**config.mk**
```make
export PLATFORM = sky130hd
export DESIGN_NAME = space_packet_deframer_core
export DESIGN_NICKNAME = d
export VERILOG_FILES = /design/src/rtl/core/spd_pkg.sv /design/src/rtl/core/spd_step.sv /design/src/rtl/core/space_packet_deframer_core.sv
export SDC_FILE = /design/constraint.sdc
export NUM_CORES = 1
export LEC_CHECK = 0
export ABC_AREA = 1
export BUFFER_PORTS_ARGS = -buffer_cell sky130_fd_sc_hd__buf_2
export CAP_MARGIN = 20
export CORE_MARGIN = 2
export CORE_UTILIZATION = 58
export CTS_BUF_LIST = sky130_fd_sc_hd__clkbuf_16
export CTS_CLUSTER_SIZE = 30
export DETAILED_ROUTE_END_ITERATION = 10
export GPL_TIMING_DRIVEN = 0
export PLACE_DENSITY_LB_ADDON = 0.1
export SLEW_MARGIN = 20
export SYNTH_ARGS = -nofsm -noshare
export SYNTH_HDL_FRONTEND = slang
export SYNTH_SLANG_ARGS = --single-unit
```
**constraint.sdc**
```tcl
create_clock -name clk -period 3.7 [get_ports clk]
set_input_delay 0.555 -clock clk [delete_from_list [all_inputs] [get_ports clk]]
set_output_delay 0.555 -clock clk [all_outputs]
set_load 0.02 [all_outputs]
```
**src/rtl/core/spd_pkg.sv**
```systemverilog
// Types and constants shared by the space packet deframer modules.
package spd_pkg;

  localparam int unsigned DataW     = 8;
  localparam int unsigned WordW     = 16;
  localparam int unsigned LeftW     = 17;

  localparam logic [2:0] HDR_LAST_POS = 3'd5;

  typedef enum logic [1:0] {
    MODE_HEADER,
    MODE_PAYLOAD,
    MODE_DISCARD
  } mode_t;

  localparam logic [1:0] KIND_HEADER  = 2'd0;
  localparam logic [1:0] KIND_PAYLOAD = 2'd1;
  localparam logic [1:0] KIND_ERROR   = 2'd2;

  localparam logic [1:0] STATUS_OK        = 2'd0;
  localparam logic [1:0] STATUS_SHORT     = 2'd1;
  localparam logic [1:0] STATUS_VERSION   = 2'd2;
  localparam logic [1:0] STATUS_TOO_LONG  = 2'd3;

  localparam logic CFG_EXPECTED_VERSION = 1'b0;
  localparam logic CFG_MAX_LENGTH       = 1'b1;

  localparam logic [15:0] MAX_LENGTH_RESET = 16'd1024;

  typedef struct packed {
    logic [2:0]       pos;
    logic [WordW-1:0] ident;
    logic [WordW-1:0] sequence_w;
    logic [WordW-1:0] length_w;
    logic [LeftW-1:0] left;
    mode_t            mode;
  } parse_state_t;

  typedef struct packed {
    logic             valid;
    logic [1:0]       kind;
    logic [1:0]       status;
    logic [2:0]       version;
    logic             packet_type;
    logic             secondary_flag;
    logic [10:0]      apid;
    logic [1:0]       group_flags;
    logic [13:0]      packet_count;
    logic [WordW-1:0] data_length;
    logic [DataW-1:0] payload_byte;
    logic             end_of_packet;
  } result_t;

endpackage

```
**src/rtl/core/spd_step.sv**
```systemverilog
// Next-state and result logic for one received byte of the deframer.
module spd_step (
  input  spd_pkg::parse_state_t      cur,
  input  logic [spd_pkg::DataW-1:0]  data_byte,
  input  logic                       last_byte,
  input  logic [2:0]                 expected_version,
  input  logic [spd_pkg::WordW-1:0]  max_payload_length,
  output spd_pkg::parse_state_t      nxt,
  output spd_pkg::result_t           res
);

  logic [spd_pkg::LeftW-1:0] left_dec;
  logic [2:0]                ver;

  always_comb begin
    nxt      = cur;
    res      = '0;
    left_dec = (cur.left != '0) ? cur.left - spd_pkg::LeftW'(1) : cur.left;
    ver      = 3'd0;
    case (cur.mode)
      spd_pkg::MODE_PAYLOAD: begin
        res.valid         = 1'b1;
        res.kind          = spd_pkg::KIND_PAYLOAD;
        res.payload_byte  = data_byte;
        nxt.left          = left_dec;
        res.end_of_packet = last_byte || (left_dec == '0);
        if (last_byte) begin
          nxt.mode = spd_pkg::MODE_HEADER;
        end else if (left_dec == '0) begin
          nxt.mode = spd_pkg::MODE_DISCARD;
        end
      end
      spd_pkg::MODE_HEADER: begin
        case (cur.pos)
          3'd0: nxt.ident[7:0]       = data_byte;
          3'd1: nxt.ident[15:8]      = data_byte;
          3'd2: nxt.sequence_w[7:0]  = data_byte;
          3'd3: nxt.sequence_w[15:8] = data_byte;
          3'd4: nxt.length_w[7:0]    = data_byte;
          default: nxt.length_w[15:8] = data_byte;
        endcase
        ver = nxt.ident[15:13];
        if (cur.pos < spd_pkg::HDR_LAST_POS) begin
          if (last_byte) begin
            nxt.pos           = 3'd0;
            res.valid         = 1'b1;
            res.kind          = spd_pkg::KIND_ERROR;
            res.status        = spd_pkg::STATUS_SHORT;
            res.end_of_packet = 1'b1;
          end else begin
            nxt.pos = cur.pos + 3'd1;
          end
        end else begin
          nxt.pos   = 3'd0;
          res.valid = 1'b1;
          if (ver != expected_version || nxt.length_w > max_payload_length) begin
            res.kind          = spd_pkg::KIND_ERROR;
            res.status        = (ver != expected_version) ? spd_pkg::STATUS_VERSION
                                                          : spd_pkg::STATUS_TOO_LONG;
            res.end_of_packet = 1'b1;
            nxt.mode          = last_byte ? spd_pkg::MODE_HEADER : spd_pkg::MODE_DISCARD;
          end else begin
            res.kind           = spd_pkg::KIND_HEADER;
            res.status         = spd_pkg::STATUS_OK;
            res.version        = ver;
            res.packet_type    = nxt.ident[11];
            res.secondary_flag = nxt.ident[10];
            res.apid           = nxt.ident[10:0];
            res.group_flags    = nxt.sequence_w[15:14];
            res.packet_count   = nxt.sequence_w[13:0];
            res.data_length    = nxt.length_w;
            if (nxt.length_w == '0) begin
              nxt.left          = '0;
              res.end_of_packet = 1'b1;
              nxt.mode          = last_byte ? spd_pkg::MODE_HEADER : spd_pkg::MODE_DISCARD;
            end else begin
              nxt.left          = {1'b0, nxt.length_w} + spd_pkg::LeftW'(1);
              res.end_of_packet = last_byte;
              nxt.mode          = last_byte ? spd_pkg::MODE_HEADER : spd_pkg::MODE_PAYLOAD;
            end
          end
        end
      end
      default: begin
        if (last_byte) begin
          nxt.mode = spd_pkg::MODE_HEADER;
        end
      end
    endcase
  end

endmodule

```
**src/rtl/core/space_packet_deframer_core.sv**
```systemverilog
// Top level of the space packet primary header deframer.
// The deframer takes one byte of a received buffer per word, with tlast on the
// final byte, and accepts a new word in every cycle that in_tready is high.
// Each accepted byte is decoded in the same cycle against the parser state and
// its result, if any, is held in a single output register; a result appears
// in the cycle after its byte and the input stays ready whenever that register
// is empty or is being taken. The sixth header byte yields a decoded header or
// an error (a short error if tlast comes first), payload bytes follow one for
// one, and bytes after an error or after the payload are dropped until tlast.
module space_packet_deframer_core (
  input  logic        clk,
  input  logic        rst_n,
  input  logic        in_tvalid,
  output logic        in_tready,
  input  logic [7:0]  in_tdata,   // data_byte[7:0]
  input  logic        in_tlast,   // last_byte
  output logic        out_tvalid,
  input  logic        out_tready,
  // status[1:0], version[4:2], packet_type[5], secondary_flag[6],
  // apid[17:7], group_flags[19:18], packet_count[33:20], data_length[49:34],
  // payload_byte[57:50], zero[63:58]
  output logic [63:0] out_tdata,
  output logic [1:0]  out_tuser,  // result_kind[1:0]
  output logic        out_tlast,  // end_of_packet
  input  logic        cfg_we,
  input  logic        cfg_index,
  input  logic [15:0] cfg_wdata
);

  spd_pkg::parse_state_t state_r, state_nxt;
  spd_pkg::result_t      res_nxt, res_r;
  logic                  out_valid_r, out_valid_nxt;
  logic [2:0]            exp_ver_r;
  logic [15:0]           max_len_r;
  logic                  in_acc;

  assign in_tready = !out_valid_r || out_tready;
  assign in_acc    = in_tvalid && in_tready;

  spd_step u_step (
    .cur                (state_r),
    .data_byte          (in_tdata),
    .last_byte          (in_tlast),
    .expected_version   (exp_ver_r),
    .max_payload_length (max_len_r),
    .nxt                (state_nxt),
    .res                (res_nxt)
  );

  always_comb begin
    out_valid_nxt = out_valid_r && !out_tready;
    if (in_acc) begin
      out_valid_nxt = res_nxt.valid;
    end
  end

  always_ff @(posedge clk) begin
    if (!rst_n) begin
      state_r.pos        <= 3'd0;
      state_r.ident      <= '0;
      state_r.sequence_w <= '0;
      state_r.length_w   <= '0;
      state_r.left       <= '0;
      state_r.mode       <= spd_pkg::MODE_HEADER;
      out_valid_r        <= 1'b0;
      exp_ver_r          <= 3'd0;
      max_len_r          <= spd_pkg::MAX_LENGTH_RESET;
    end else begin
      out_valid_r <= out_valid_nxt;
      if (in_acc) begin
        state_r <= state_nxt;
      end
      if (cfg_we) begin
        case (cfg_index)
          spd_pkg::CFG_EXPECTED_VERSION: exp_ver_r <= cfg_wdata[2:0];
          spd_pkg::CFG_MAX_LENGTH:       max_len_r <= cfg_wdata;
          default: ;
        endcase
      end
    end
  end

  always_ff @(posedge clk) begin
    if (in_acc) begin
      res_r <= res_nxt;
    end
  end

  assign out_tvalid = out_valid_r;
  assign out_tuser  = res_r.kind;
  assign out_tlast  = res_r.end_of_packet;
  assign out_tdata  = {6'd0, res_r.payload_byte, res_r.data_length, res_r.packet_count,
                       res_r.group_flags, res_r.apid, res_r.secondary_flag,
                       res_r.packet_type, res_r.version, res_r.status};

  // Every error result closes its buffer.
  a_error_ends: assert property (@(posedge clk) disable iff (!rst_n)
    out_valid_r && res_r.kind == spd_pkg::KIND_ERROR |-> res_r.end_of_packet)
    else $error("error result without end of packet");

  // Payload mode always has bytes still to pass.
  a_payload_left: assert property (@(posedge clk) disable iff (!rst_n)
    state_r.mode == spd_pkg::MODE_PAYLOAD |-> state_r.left != '0)
    else $error("payload mode with nothing left");

  // The header byte index never passes the sixth byte.
  a_pos_range: assert property (@(posedge clk) disable iff (!rst_n)
    state_r.pos <= spd_pkg::HDR_LAST_POS)
    else $error("header position out of range");

  // A byte marked last leaves the parser at the start of a new header.
  a_last_restart: assert property (@(posedge clk) disable iff (!rst_n)
    in_acc && in_tlast |=> state_r.mode == spd_pkg::MODE_HEADER && state_r.pos == 3'd0)
    else $error("parser not restarted after last byte");

endmodule

```
==> summary.md, run 1 <==
| Metric | Value |
|---|---|
| N_diodes | `0` |
| RePlAce Congestion | `about 0.94` |
| Total power | `about 4800 µW` |
| Core Region | `13200 µm²` |
| Synthesized area per cell | `7.39 µm²` |
| Unique masters post-synth | `38` |
| Design Area, Final | `between 9000 and 10000 µm²` |
| Die footprint | `14500 µm²` |
| Fmax | `between 0.2 and 0.3 GHz` |
| # setup viols final | `0` |
| Cts bufs inserted | `17` |
| Post-layout util | `69.6%` |
| Register clock-pin slew on the reported worst setup and hold paths | `60 ps` |
| Critical path class | `reg2reg` |
| Crit path cell chain | `inv_1 -> ha_1 -> nand2_2 -> buf_6 -> clkbuf_4 -> nand4_1 -> nand2_2 -> inv_1 -> ha_1 -> nand4_1 -> nor2_1 -> nand2_1 -> nand2_1 -> nand2_1 -> nand2_4 -> inv_2 -> nand3_1 -> buf_6 -> buf_4 -> nor2_1` |
| Cell count after synthesis | `1063` |
| Final non-filler cell total | `roughly 1.4k` |
| Reg2reg end | `out_tdata[40]$_SDFFCE_PP0P_` |
| CTS tree | `built` |
| H-tree levels | `4` |
| Clock share of power | `36.2%` |
| Critical path's slowest cell | `dfxtp_1` |
| Critical Path End | `out_tdata[40]$_SDFFCE_PP0P_` |
| Net Sw Power | `1560 µW` |
| Iter 0 DRT Violations | `663` |
| Detail Route met3 WL | `1.73 mm` |
| HPWL after DPL | `15.0 mm` |
| Global-route wire length before repair | `31.9 mm` |
| Status | `completed` |
| Seq/Total Area, Yosys | `45.6%` |
| Rows | `42` |
| CTS max path bufs | `2` |
| Final hold vios | `0` |
| Worst setup path startpoint | `state_r[68]$_SDFFE_PN0P_` |
| Initial core utilization | `roughly 59%` |
| Initial antenna violation count | `0` |
| Remaining antenna violation count after routing | `0` |
| Tightest Hold Check Type | `in2reg` |
| Final Max Tran Viols | `0` |
| GR Util All Layers | `28.7%` |
| Crit path DAT | `3640 ps` |
| Worst skew pair latency | `430 ps` |
| Inst Count DP | `1336` |
| P_int | `3200 µW` |
| Slew @ Worst Pin | `746 ps` |
| Met2 WL | `9.17 mm` |
| Largest net degree at the start of global routing | `62` |
| # IOs | `100` |
| Post-route minimum period | `between 3000 and 4000 ps` |
| Met1 wire length | `just over 9 mm` |
| Max incr delay on CP | `380 ps` |
| Nature of the critical path endpoint | `register` |
| Final net count | `1238` |
| CP most frequent cell | `nand2_1` |
| Vias in the first global route | `around 6.3k` |
| Max layer used | `met4` |
| Share of cells above drive strength 1 | `14.8%` |
| Vias | `7356` |
| Overflow after GRT | `0` |
| Tcrit/Tclk final | `between 90% and 100%` |
| Maximum vdd drop | `~320 µV` |
| Static Leakage | `0.00435 µW` |
| Netlist Area Pre-Place | `7850 µm²` |
| Max-cap check violation count | `0` |
| Slew Limit Headroom | `roughly half` |
| Area Overhead vs Synth | `17.4%` |
| Critical R2R Launch | `state_r[68]$_SDFFE_PN0P_` |
| Warnings, synthesis | `0` |
| Clk sink count | `149` |
| Reg2reg setup slack | `220 ps` |
| Worst Setup Start Kind | `register` |
| Worst reg2reg path depth | `20` |
| DRT Wirelength | `roughly 21 mm` |
| RSZ-0062 raised after global routing | `no` |
| Req. time, crit path | `between 3000 and 4000 ps` |
| First-pass DRT Iterations | `5` |
| DRC | `0` |
| Cts hold-fix bufs | `0` |
| Flop pwr share | `39.1%` |
| Gate power share | `~25%` |
| Die height | `120 µm` |
| Die X | `120 µm` |
| Pwr Density | `516 nW/µm²` |
| Port Buf Inserts | `92` |
| Worst Clk Skew | `6.13 ps` |
| Routed wire per std cell | `15.0 µm` |
| Sw frac | `32.7%` |
| Register bit total from synthesis | `149` |
| CP Max Fanout | `10` |
| Vias per Instance | `between 5 and 6` |
| Cell Area, Placed | `8550 µm²` |
| CTS root buf | `clkbuf_16` |
[flip-flops by register name (all words and copies together) (netlist names)]
name	flops
out_tuser	2
max_len_r	16
exp_ver_r	3
state_r	69
out_tdata	57
out_tvalid	1
out_tlast	1
[worst max-delay path: cells and delay by family (launching register included)]
kind | cells | cell delay [ps]
AND/OR/NAND/NOR | 11 | 1220
buffers and inverters | 7 | 1040
adder cells (fa/ha/maj) | 2 | 540
flip-flops | 1 | 380
[how the worst min path moves through the flow]
stage                                       endpoint  slack (ps)  cells past startpoint                      from
after detailed placement    state_r[58]$_SDFFE_PN0P_         440                      2  state_r[58]$_SDFFE_PN0P_
after global placement      state_r[55]$_SDFFE_PN0P_         430                      2  state_r[55]$_SDFFE_PN0P_
after global routing       exp_ver_r[1]$_SDFFE_PN0P_         380                      3              cfg_wdata[1]
after floorplan             state_r[35]$_SDFFE_PN0P_         430                      2  state_r[35]$_SDFFE_PN0P_
final                     max_len_r[10]$_SDFFE_PN1P_         350                      3             cfg_wdata[10]
after CTS                 max_len_r[10]$_SDFFE_PN1P_         350                      3             cfg_wdata[10]
[layer usage]
layer / global-route usage, % / up-vias
met5: 0 / -
met4: 10.9 / 0
met3: 7.55 / 46
met2: 45.0 / 300
met1: 38.4 / 3348
li1: - / 3662
[cells by family (layout without fill, tap and decap cells)]
logic type,after synthesis,count (layout),share of synthesized area [%]
fa+ha+maj,25,25,3.98
simple gates,493,493,25.8
buf+inv,185,312,9.86
xor+xnor,13,13,1.45
compound gates,197,197,13.2
other cells,1,6,0.0478
flops,149,149,45.6
[cells in the mapped netlist]
| cell | n | area share (%) |
|---|---|---|
| ha_1 | 25 | 4.0 |
| and2_1 | 2 | 0.16 |
| clkbuf_1 | 27 | 1.3 |
| nand3_4 | 1 | 0.22 |
| nor2_1 | 166 | 7.9 |
| o21ai_4 | 1 | 0.21 |
| nor2_2 | 3 | 0.24 |
| buf_6 | 6 | 0.86 |
| nor3_1 | 4 | 0.25 |
| buf_2 | 7 | 0.45 |
| o22ai_1 | 2 | 0.16 |
| o21bai_1 | 1 | 0.096 |
| o31ai_1 | 1 | 0.096 |
| nand4_1 | 13 | 1.0 |
| o21ai_1 | 14 | 0.89 |
| conb_1 | 1 | 0.048 |
| nor2_4 | 1 | 0.14 |
| xnor2_1 | 2 | 0.22 |
| buf_1 | 4 | 0.19 |
| a31oi_1 | 2 | 0.16 |
| dfxtp_1 | 89 | 23 |
| a211oi_1 | 2 | 0.19 |
| inv_1 | 125 | 6.0 |
| clkinv_1 | 2 | 0.096 |
| o211ai_1 | 1 | 0.096 |
| xor2_1 | 11 | 1.2 |
| nand3_1 | 53 | 3.4 |
| buf_4 | 7 | 0.67 |
| nand2_2 | 7 | 0.56 |
| inv_2 | 7 | 0.33 |
| o21ai_2 | 6 | 0.67 |
| nand3_2 | 2 | 0.25 |
| o21a_1 | 1 | 0.096 |
| nand2_1 | 240 | 11 |
| nor3_2 | 1 | 0.13 |
| a21oi_1 | 83 | 5.3 |
| o21ai_0 | 83 | 5.3 |
| edfxtp_1 | 60 | 23 |
[final cells by class]
cell class / count / area [µm²]
Buffer: 50 / 289
Inverter: 134 / 505
Fill cell: 1178 / 4020
Tap cell: 176 / 220
Timing Repair Buffer: 96 / 490
Clock inverter: 14 / 134
Multi-Input combinational cell: 734 / 3550
Clock buffer: 18 / 450
Sequential cell: 149 / 3580
[cell usage in the layout (no fill, tap or decap), types with 2 or more instances in the layout]
cell type  Yosys  layout
a31oi_1        2       2
nand3_1       53      53
a21oi_1       83      83
ha_2           0       2
and2_1         2       2
o21ai_2        6       4
ha_1          25      23
xnor2_1        2       2
clkbuf_1      27      25
nand4_1       13      13
buf_2          7      94
clkinv_4       0       2
clkinv_1       2       5
conb_1         1       6
nand2_1      240     238
buf_4          7      13
edfxtp_1      60      60
buf_6          6       8
nor2_2         3       2
inv_1        125     127
nor2_1       166     166
buf_1          4       4
o21ai_4        1       3
dfxtp_1       89      89
bufinv_16      0       2
xor2_1        11      11
inv_2          7       7
clkbuf_16      0      18
nor3_1         4       4
inv_6          0       3
o21ai_1       14      14
o22ai_1        2       2
a211oi_1       2       2
nand2_2        7       8
nor2_4         1       2
nand3_2        2       2
o21ai_0       83      83
[what timing repair did]
item	CTS	global route
buffers inserted	0	4
pin swaps	0	2
gates resized for setup	6	12
gates cloned	0	0
setup endpoints to repair	59	63
[power groups by stage]
| stage | combinational [µW] | clock [µW] | sequential [µW] |
|---|---|---|---|
| floorplan | 757 | 0 | 1940 |
| global placement | 1090 | 0 | 1890 |
| detailed placement | 1110 | 0 | 1900 |
| CTS | 1130 | 1730 | 1860 |
| global route | 1310 | 1800 | 1870 |
| finish | 1170 | 1720 | 1860 |
[stage by stage]
step	hold WS (ps)	setup slack, ps	TNS [ps]
after global placement	435	-286	-8630
after CTS	347	6.27	0
after global routing	381	2.75	0
after floorplan	427	390	0
final	349	221	0
after detailed placement	438	-303	-9660
Note: power is estimated with default switching activity, not from simulation.
==> run 2: changes to the inputs <==
--- a/config.mk
+++ b/config.mk
@@ -6,13 +6,13 @@
 export NUM_CORES = 1
 export LEC_CHECK = 0
 export ABC_AREA = 1
-export BUFFER_PORTS_ARGS = -buffer_cell sky130_fd_sc_hd__buf_2
 export CAP_MARGIN = 20
 export CORE_MARGIN = 2
-export CORE_UTILIZATION = 58
+export CORE_UTILIZATION = 63
 export CTS_BUF_LIST = sky130_fd_sc_hd__clkbuf_16
 export CTS_CLUSTER_SIZE = 30
 export DETAILED_ROUTE_END_ITERATION = 10
+export DONT_BUFFER_PORTS = 1
 export GPL_TIMING_DRIVEN = 0
 export PLACE_DENSITY_LB_ADDON = 0.1
 export SLEW_MARGIN = 20
==> constraint.sdc (replaced) <==
create_clock -name clk -period 3.5 [get_ports clk]
set_input_delay 0.525 -clock clk [delete_from_list [all_inputs] [get_ports clk]]
set_output_delay 0.525 -clock clk [all_outputs]
set_load 0.02 [all_outputs]
==> summary.md, run 2 (synthesis results as in run 1) <==
| Metric | Value |
|---|---|
| Final hold vios | `0 (unchanged)` |
| Setup Total Neg Slack | `0 ps (unchanged)` |
| Critical path class | `reg2reg` |
| Slew @ Worst Pin | `743 ps (-2.30 ps)` |
| Vias | `7136 (-3.0%)` |
| Area Overhead vs Synth | `13.0%` |
| Routed wire per std cell | `15.9 µm (+6.5%)` |
| CTS tree | `built` |
| CTS max path bufs | `2 (unchanged)` |
| Largest Register | `state_r` |
| Slew Limit Headroom | `50.4% (+0.15 points)` |
| Worst setup path startpoint | `state_r[67]$_SDFFE_PN0P_` |
| Setup ws final | `139 ps (-82.0 ps)` |
| Flop pwr share | `39.9% (+0.8 points)` |
| RePlAce Congestion | `0.949 (+0.53%)` |
| Req. time, crit path | `3670 ps (-190 ps)` |
| DP Worst Slack | `-572 ps (-268 ps)` |
| Reg2reg end | `out_tdata[39]$_SDFFCE_PP0P_` |
| DRT Wirelength | `20.4 mm (-0.69%)` |
| Inst Count DP | `1236 (-7.5%)` |
| Core Region | `12100 µm² (-8.5%)` |
| DRC | `0 (unchanged)` |
| Worst skew pair latency | `440 ps (about the same)` |
| Remaining antenna violation count after routing | `0 (unchanged)` |
| Share of cells above drive strength 1 | `10.0% (-4.8 points)` |
| Initial core utilization | `64.8% (+5.5 points)` |
| Clk sink count | `149 (unchanged)` |
| Initial antenna violation count | `0 (unchanged)` |
| CP Max Fanout | `10 (unchanged)` |
| # setup viols final | `0 (unchanged)` |
| Nature of the critical path endpoint | `register` |
| Die height | `116 µm (-3.9%)` |
| Static Leakage | `0.00400 µW (-8.1%)` |
| Worst Setup Start Kind | `register` |
| First-pass DRT Iterations | `5 (unchanged)` |
| Commonest non-fill, non-tap cells in the layout | `237 x nand2_1, 161 x nor2_1, 121 x inv_1, 86 x dfxtp_1` |
| HPWL after DPL | `14.7 mm (-2.3%)` |
| Die footprint | `13400 µm² (-7.7%)` |
| Clock share of power | `37.2% (+1.0 points)` |
| Register clock-pin slew on the reported worst setup and hold paths | `60 ps (about the same)` |
| Final non-filler cell total | `1278 (-6.8%)` |
| Largest register FFs | `69 (unchanged)` |
| Max-cap check violation count | `0 (unchanged)` |
| Final net count | `1153 (-6.9%)` |
| N_diodes | `0 (unchanged)` |
| Critical Path End | `out_tdata[39]$_SDFFCE_PP0P_` |
| Crit path DAT | `3530 ps (-110 ps)` |
| Post-route minimum period | `3360 ps (-118 ps)` |
| Final Max Tran Viols | `0 (unchanged)` |
| Vias per Instance | `5.58 (+4.1%)` |
| Iter 0 DRT Violations | `753 (+14%)` |
| Die X | `116 µm (-3.9%)` |
| CTS root buf | `clkbuf_16` |
| Critical R2R Launch | `state_r[67]$_SDFFE_PN0P_` |
| Global-route wire length before repair | `31.9 mm (-0.11%)` |
| P_int | `3420 µW (+6.6%)` |
| Hold slack | `229 ps (-120 ps)` |
| Pwr Density | `572 nW/µm² (+11%)` |
| Reg2reg setup slack | `140 ps (-80 ps)` |
| Port Buf Inserts | `0 (-100%)` |
| Cts hold-fix bufs | `0 (unchanged)` |
| # IOs | `100 (unchanged)` |
| Tcrit/Tclk final | `96.0% (+2.0 points)` |
| Sw frac | `32.7% (about the same)` |
| Most common cell after layout, fill and taps aside | `nand2_1` |
| Design Area, Final | `8880 µm² (-3.7%)` |
| Overflow after GRT | `0 (unchanged)` |
| Vias in the first global route | `6248 (-1.5%)` |
| Status | `completed` |
| GR Util All Layers | `31.2% (+2.5 points)` |
| Tightest Hold Check Type | `in2reg` |
| Gate power share | `22.9% (-1.8 points)` |
| Worst Clk Skew | `11.2 ps (+5.10 ps)` |
| Fmax | `0.297 GHz (+3.5%)` |
| Net Sw Power | `1660 µW (+6.5%)` |
| Worst reg2reg path depth | `20 (unchanged)` |
| Largest net degree at the start of global routing | `62 (unchanged)` |
| Cts bufs inserted | `17 (unchanged)` |
| Cell Area, Placed | `8080 µm² (-5.5%)` |
| Rows | `40 (-4.8%)` |
| Maximum vdd drop | `311 µV (-2.3%)` |
| H-tree levels | `4 (unchanged)` |
## run 2: cell count changes in the layout (fill, tap and decap cells not counted), sizes merged
cell / delta
bufinv: +1
clkinv: +2
inv: -3
buf: -84
clkbuf: -2
clkinvlp: +1
## run 2: final cells by class
| type | count | area, µm² |
|---|---|---|
| flip-flops and latches | 149 | 3590 |
| multi-input cells | 734 | 3590 |
| fillers | 971 | 3230 |
| inverters | 134 | 508 |
| clock buffers | 17 | 425 |
| plain buffers | 50 | 299 |
| well taps | 168 | 210 |
| clock inverters | 15 | 179 |
| repair buffers | 11 | 82.6 |
## run 2: repair_timing
item	4_1_cts	5_1_grt
endpoints found under the setup margin	68	66
resized for setup	18	19
setup buffers	3	8
pin swaps	3	7
## run 2: worst max-delay path, stage by stage, from the launching register on
cell and delay, ps:
dfxtp_2 340, ha_1 230, ha_4 200, nor2_4 160, buf_4 130, buf_4 100
nand4_1 140, nand2_2 150, inv_2 90, ha_1 300, nand4_1 170, a21oi_2 170
nor2_2 60, nand2_1 80, nand2_1 90, nand2_4 120, inv_2 50, nand3_1 90
buf_6 160, buf_6 170, nor2_1 70
## run 2: stage by stage
stage               total power (µW)  utilization [%]
global placement                3100             66.7
finish                          5070             73.3
detailed placement              3120             66.7
floorplan                       2850                -
CTS                             5010             72.4
global route                    5300             73.3
## run 2: worst min-delay path by stage
| stage | slack (ps) | from | depth (start not counted) | to |
|---|---|---|---|---|
| detailed placement | 440 | state_r[56]$_SDFFE_PN0P_ | 2 | state_r[56]$_SDFFE_PN0P_ |
| global route | 230 | cfg_wdata[1] | 2 | exp_ver_r[1]$_SDFFE_PN0P_ |
| floorplan | 430 | state_r[35]$_SDFFE_PN0P_ | 2 | state_r[35]$_SDFFE_PN0P_ |
| global placement | 440 | state_r[55]$_SDFFE_PN0P_ | 2 | state_r[55]$_SDFFE_PN0P_ |
| finish | 230 | cfg_wdata[2] | 2 | exp_ver_r[2]$_SDFFE_PN0P_ |
| CTS | 220 | cfg_wdata[10] | 2 | max_len_r[10]$_SDFFE_PN1P_ |
## run 2: layer usage
metal | vias to the layer above | GRT usage, % | share of wire (%)
met1 | 3274 | 43.1 | 43
li1 | 3492 | - | -
met3 | 40 | 7.27 | 9.0
met4 | 0 | 10.8 | 2.0
met5 | - | 0 | 0
met2 | 330 | 48.7 | 46
## run 2: power by group through the flow
stage / sequential [µW] / clock (µW) / combinational (µW)
5_1_grt: 2040 / 1970 / 1290
4_1_cts: 2030 / 1890 / 1090
3_5_place_dp: 2060 / 0 / 1060
2_1_floorplan: 2050 / 0 / 800
3_3_place_gp: 2060 / 0 / 1030
6_report: 2030 / 1890 / 1160
==> run 3: changes to the inputs <==
--- a/config.mk
+++ b/config.mk
@@ -8,7 +8,7 @@
 export ABC_AREA = 1
 export CAP_MARGIN = 20
 export CORE_MARGIN = 2
-export CORE_UTILIZATION = 63
+export CORE_UTILIZATION = 58
 export CTS_BUF_LIST = sky130_fd_sc_hd__clkbuf_16
 export CTS_CLUSTER_SIZE = 30
 export DETAILED_ROUTE_END_ITERATION = 10
==> constraint.sdc (replaced) <==
create_clock -name clk -period 3 [get_ports clk]
set_input_delay 0.45 -clock clk [delete_from_list [all_inputs] [get_ports clk]]
set_output_delay 0.45 -clock clk [all_outputs]
set_load 0.02 [all_outputs]
==> summary.md, run 3 (synthesis results as in run 1) <==
| Metric | Value |
|---|---|
| # IOs | `100 (unchanged)` |
| Routed wire per std cell | `16.8 µm (+5.2%)` |
| Hold slack | `148 ps (-80.7 ps)` |
| RePlAce Congestion | `0.929 (-2.2%)` |
| Fmax | `0.323 GHz (+8.6%)` |
| Overflow after GRT | `0 (unchanged)` |
| Max-cap check violation count | `0 (unchanged)` |
| Nature of the critical path endpoint | `register` |
| Cts bufs inserted | `17 (unchanged)` |
| Commonest non-fill, non-tap cells in the layout | `221 x nand2_1, 125 x nor2_1, 118 x inv_1, 86 x dfxtp_1, 79 x a21oi_1` |
| Rows | `42 (+5.0%)` |
| Vias per Instance | `5.61 (+0.44%)` |
| Die X | `120 µm (+4.1%)` |
| Hold path cells | `2 (unchanged)` |
| Area Overhead vs Synth | `22.1%` |
| Tcrit/Tclk final | `103% (+7.1 points)` |
| Design Area, Final | `9580 µm² (+8.0%)` |
| First-pass DRT Iterations | `6 (+1)` |
| Port Buf Inserts | `0 (unchanged)` |
| N_diodes | `0 (unchanged)` |
| Static Leakage | `0.00419 µW (+4.7%)` |
| Slew Limit Headroom | `50.1% (-0.37 points)` |
| H-tree levels | `4 (unchanged)` |
| Die footprint | `14500 µm² (+8.3%)` |
| Remaining antenna violation count after routing | `0 (unchanged)` |
| Die height | `120 µm (+4.1%)` |
| Most common cell after layout, fill and taps aside | `nand2_1` |
| Vias | `7341 (+2.9%)` |
| Total power | `5930 µW (+17%)` |
| # fillers | `1044 (+7.5%)` |
| Clock share of power | `33.7% (-3.5 points)` |
| Flop pwr share | `39.9% (about the same)` |
| Status | `complete, but fails checks` |
| Worst reg2reg path depth | `19 (-5.0%)` |
| # setup viols final | `53 (+53)` |
| Worst Clk Skew | `7.28 ps (-3.96 ps)` |
| Final non-filler cell total | `1309 (+2.4%)` |
| Initial antenna violation count | `0 (unchanged)` |
| P_int | `3900 µW (+14%)` |
| Critical path class | `reg2reg` |
| Setup ws final | `-94.0 ps (-233 ps)` |
| Post-route minimum period | `3090 ps (-267 ps)` |
| Failing checks | `negative setup slack` |
| Share of cells above drive strength 1 | `18.2% (+8.2 points)` |
| Net Sw Power | `2030 µW (+23%)` |
| RSZ-0062 raised after global routing | `yes` |
| Largest Register | `state_r` |
| Initial core utilization | `59.3% (-5.5 points)` |
| CTS max path bufs | `2 (unchanged)` |
| Register clock-pin slew on the reported worst setup and hold paths | `60 ps (about the same)` |
| Req. time, crit path | `3180 ps (-490 ps)` |
| Vias in the first global route | `6610 (+5.8%)` |
| Global-route wire length before repair | `34.1 mm (+6.9%)` |
| Final hold vios | `0 (unchanged)` |
| Clk sink count | `149 (unchanged)` |
| CP Max Fanout | `8 (-2)` |
| Worst skew pair latency | `430 ps (about the same)` |
| Cell Area, Placed | `8170 µm² (+1.0%)` |
| Slew @ Worst Pin | `749 ps (+5.56 ps)` |
| DRC | `0 (unchanged)` |
| Final Max Tran Viols | `0 (unchanged)` |
| Crit path DAT | `3280 ps (-250 ps)` |
| Iter 0 DRT Violations | `909 (+21%)` |
| Final net count | `1176 (+2.0%)` |
| Largest net degree at the start of global routing | `62 (unchanged)` |
| Worst Setup Start Kind | `register` |
| Core Region | `13200 µm² (+9.3%)` |
| DRT Wirelength | `22.0 mm (+7.7%)` |
| HPWL after DPL | `14.9 mm (+1.3%)` |
| DP Worst Slack | `-689 ps (-118 ps)` |
| CTS tree | `built` |
| Inst Count DP | `1244 (+0.65%)` |
| GR Util All Layers | `30.6% (-0.63 points)` |
| Sw frac | `34.3% (+1.6 points)` |
| Largest register FFs | `69 (unchanged)` |
| Gate power share | `26.4% (+3.5 points)` |
| CTS root buf | `clkbuf_16` |
| Maximum vdd drop | `352 µV (+13%)` |
| Tightest Hold Check Type | `in2reg` |
| Pwr Density | `619 nW/µm² (+8.2%)` |
[run 3: cell count changes in the layout (fill, tap and decap cells not counted), sizes merged]
cell / previous run / this run
clkinvlp: 2 / 3
buf: 35 / 56
clkinv: 9 / 10
clkbuf: 43 / 45
bufinv: 3 / 1
[run 3: layer usage]
layer | GRT usage, % | share of wire [%] | routed length (µm)
met3 | 6.65 | 8.7 | 1920
met1 | 41.6 | 43 | 9500
met5 | 0 | 0 | 0
met2 | 48.8 | 46 | 10100
met4 | 10.2 | 2.2 | 481
[run 3: critical path, stage by stage (launching register included)]
cell and delay [ps]:
dfxtp_4 370, ha_4 160, ha_4 170, nor2_4 180, nand3_4 110, buf_8 150, o21ai_4 150, inv_2 90
ha_4 270, nand4_1 130, nor2_2 180, nand2_1 80, nand2_2 80, nand2_2 60, nand2_4 130, inv_4 60
nand3_4 80, buf_12 170, clkbuf_16 170, nor2_1 40
[run 3: power by group through the flow]
stage | Sequential, µW | Clock, µW | Combinational [µW]
after global routing | 2380 | 2080 | 1730
after floorplan | 2390 | 0 | 942
final | 2360 | 2000 | 1570
after detailed placement | 2410 | 0 | 1250
after global placement | 2400 | 0 | 1230
after CTS | 2360 | 2000 | 1430
[run 3: timing repair]
item / CTS / global route
pin swaps: 18 / 21
buffers inserted: 27 / 7
endpoints found under the hold margin: 0 / 0
resized for setup: 72 / 95
setup endpoints to repair: 70 / 67
hold buffers: 0 / 0
cloned: 2 / 3
[run 3: worst paths after layout]
path                                          startpoint                         end  slack, ps
worst max-delay path            state_r[67]$_SDFFE_PN0P_  out_tdata[3]$_SDFFCE_PP0P_        -90
worst max register to register  state_r[67]$_SDFFE_PN0P_  out_tdata[3]$_SDFFCE_PP0P_        -90
worst min-delay path                       cfg_wdata[10]  max_len_r[10]$_SDFFE_PN1P_        150
worst min register to register  state_r[36]$_SDFFE_PN0P_    state_r[36]$_SDFFE_PN0P_        450
[run 3: area by class of cell]
cell class	instances	area, µm²	share of cell area, %
multi-input combinational	734	4000	41.7
sequential	149	3590	37.5
timing repair buffer	35	365	3.81
inverter	134	523	5.46
clock inverter	15	114	1.19
tap	176	220	2.30
clock buffer	17	425	4.44
buffer	49	347	3.62
[run 3: stage by stage]
stage | utilization (%) | setup TNS (ps)
floorplan | - | 0
global placement | 61.6 | -36360
detailed placement | 61.7 | -38940
CTS | 69.2 | -394
global route | 72.4 | -10470
finish | 72.4 | -3200
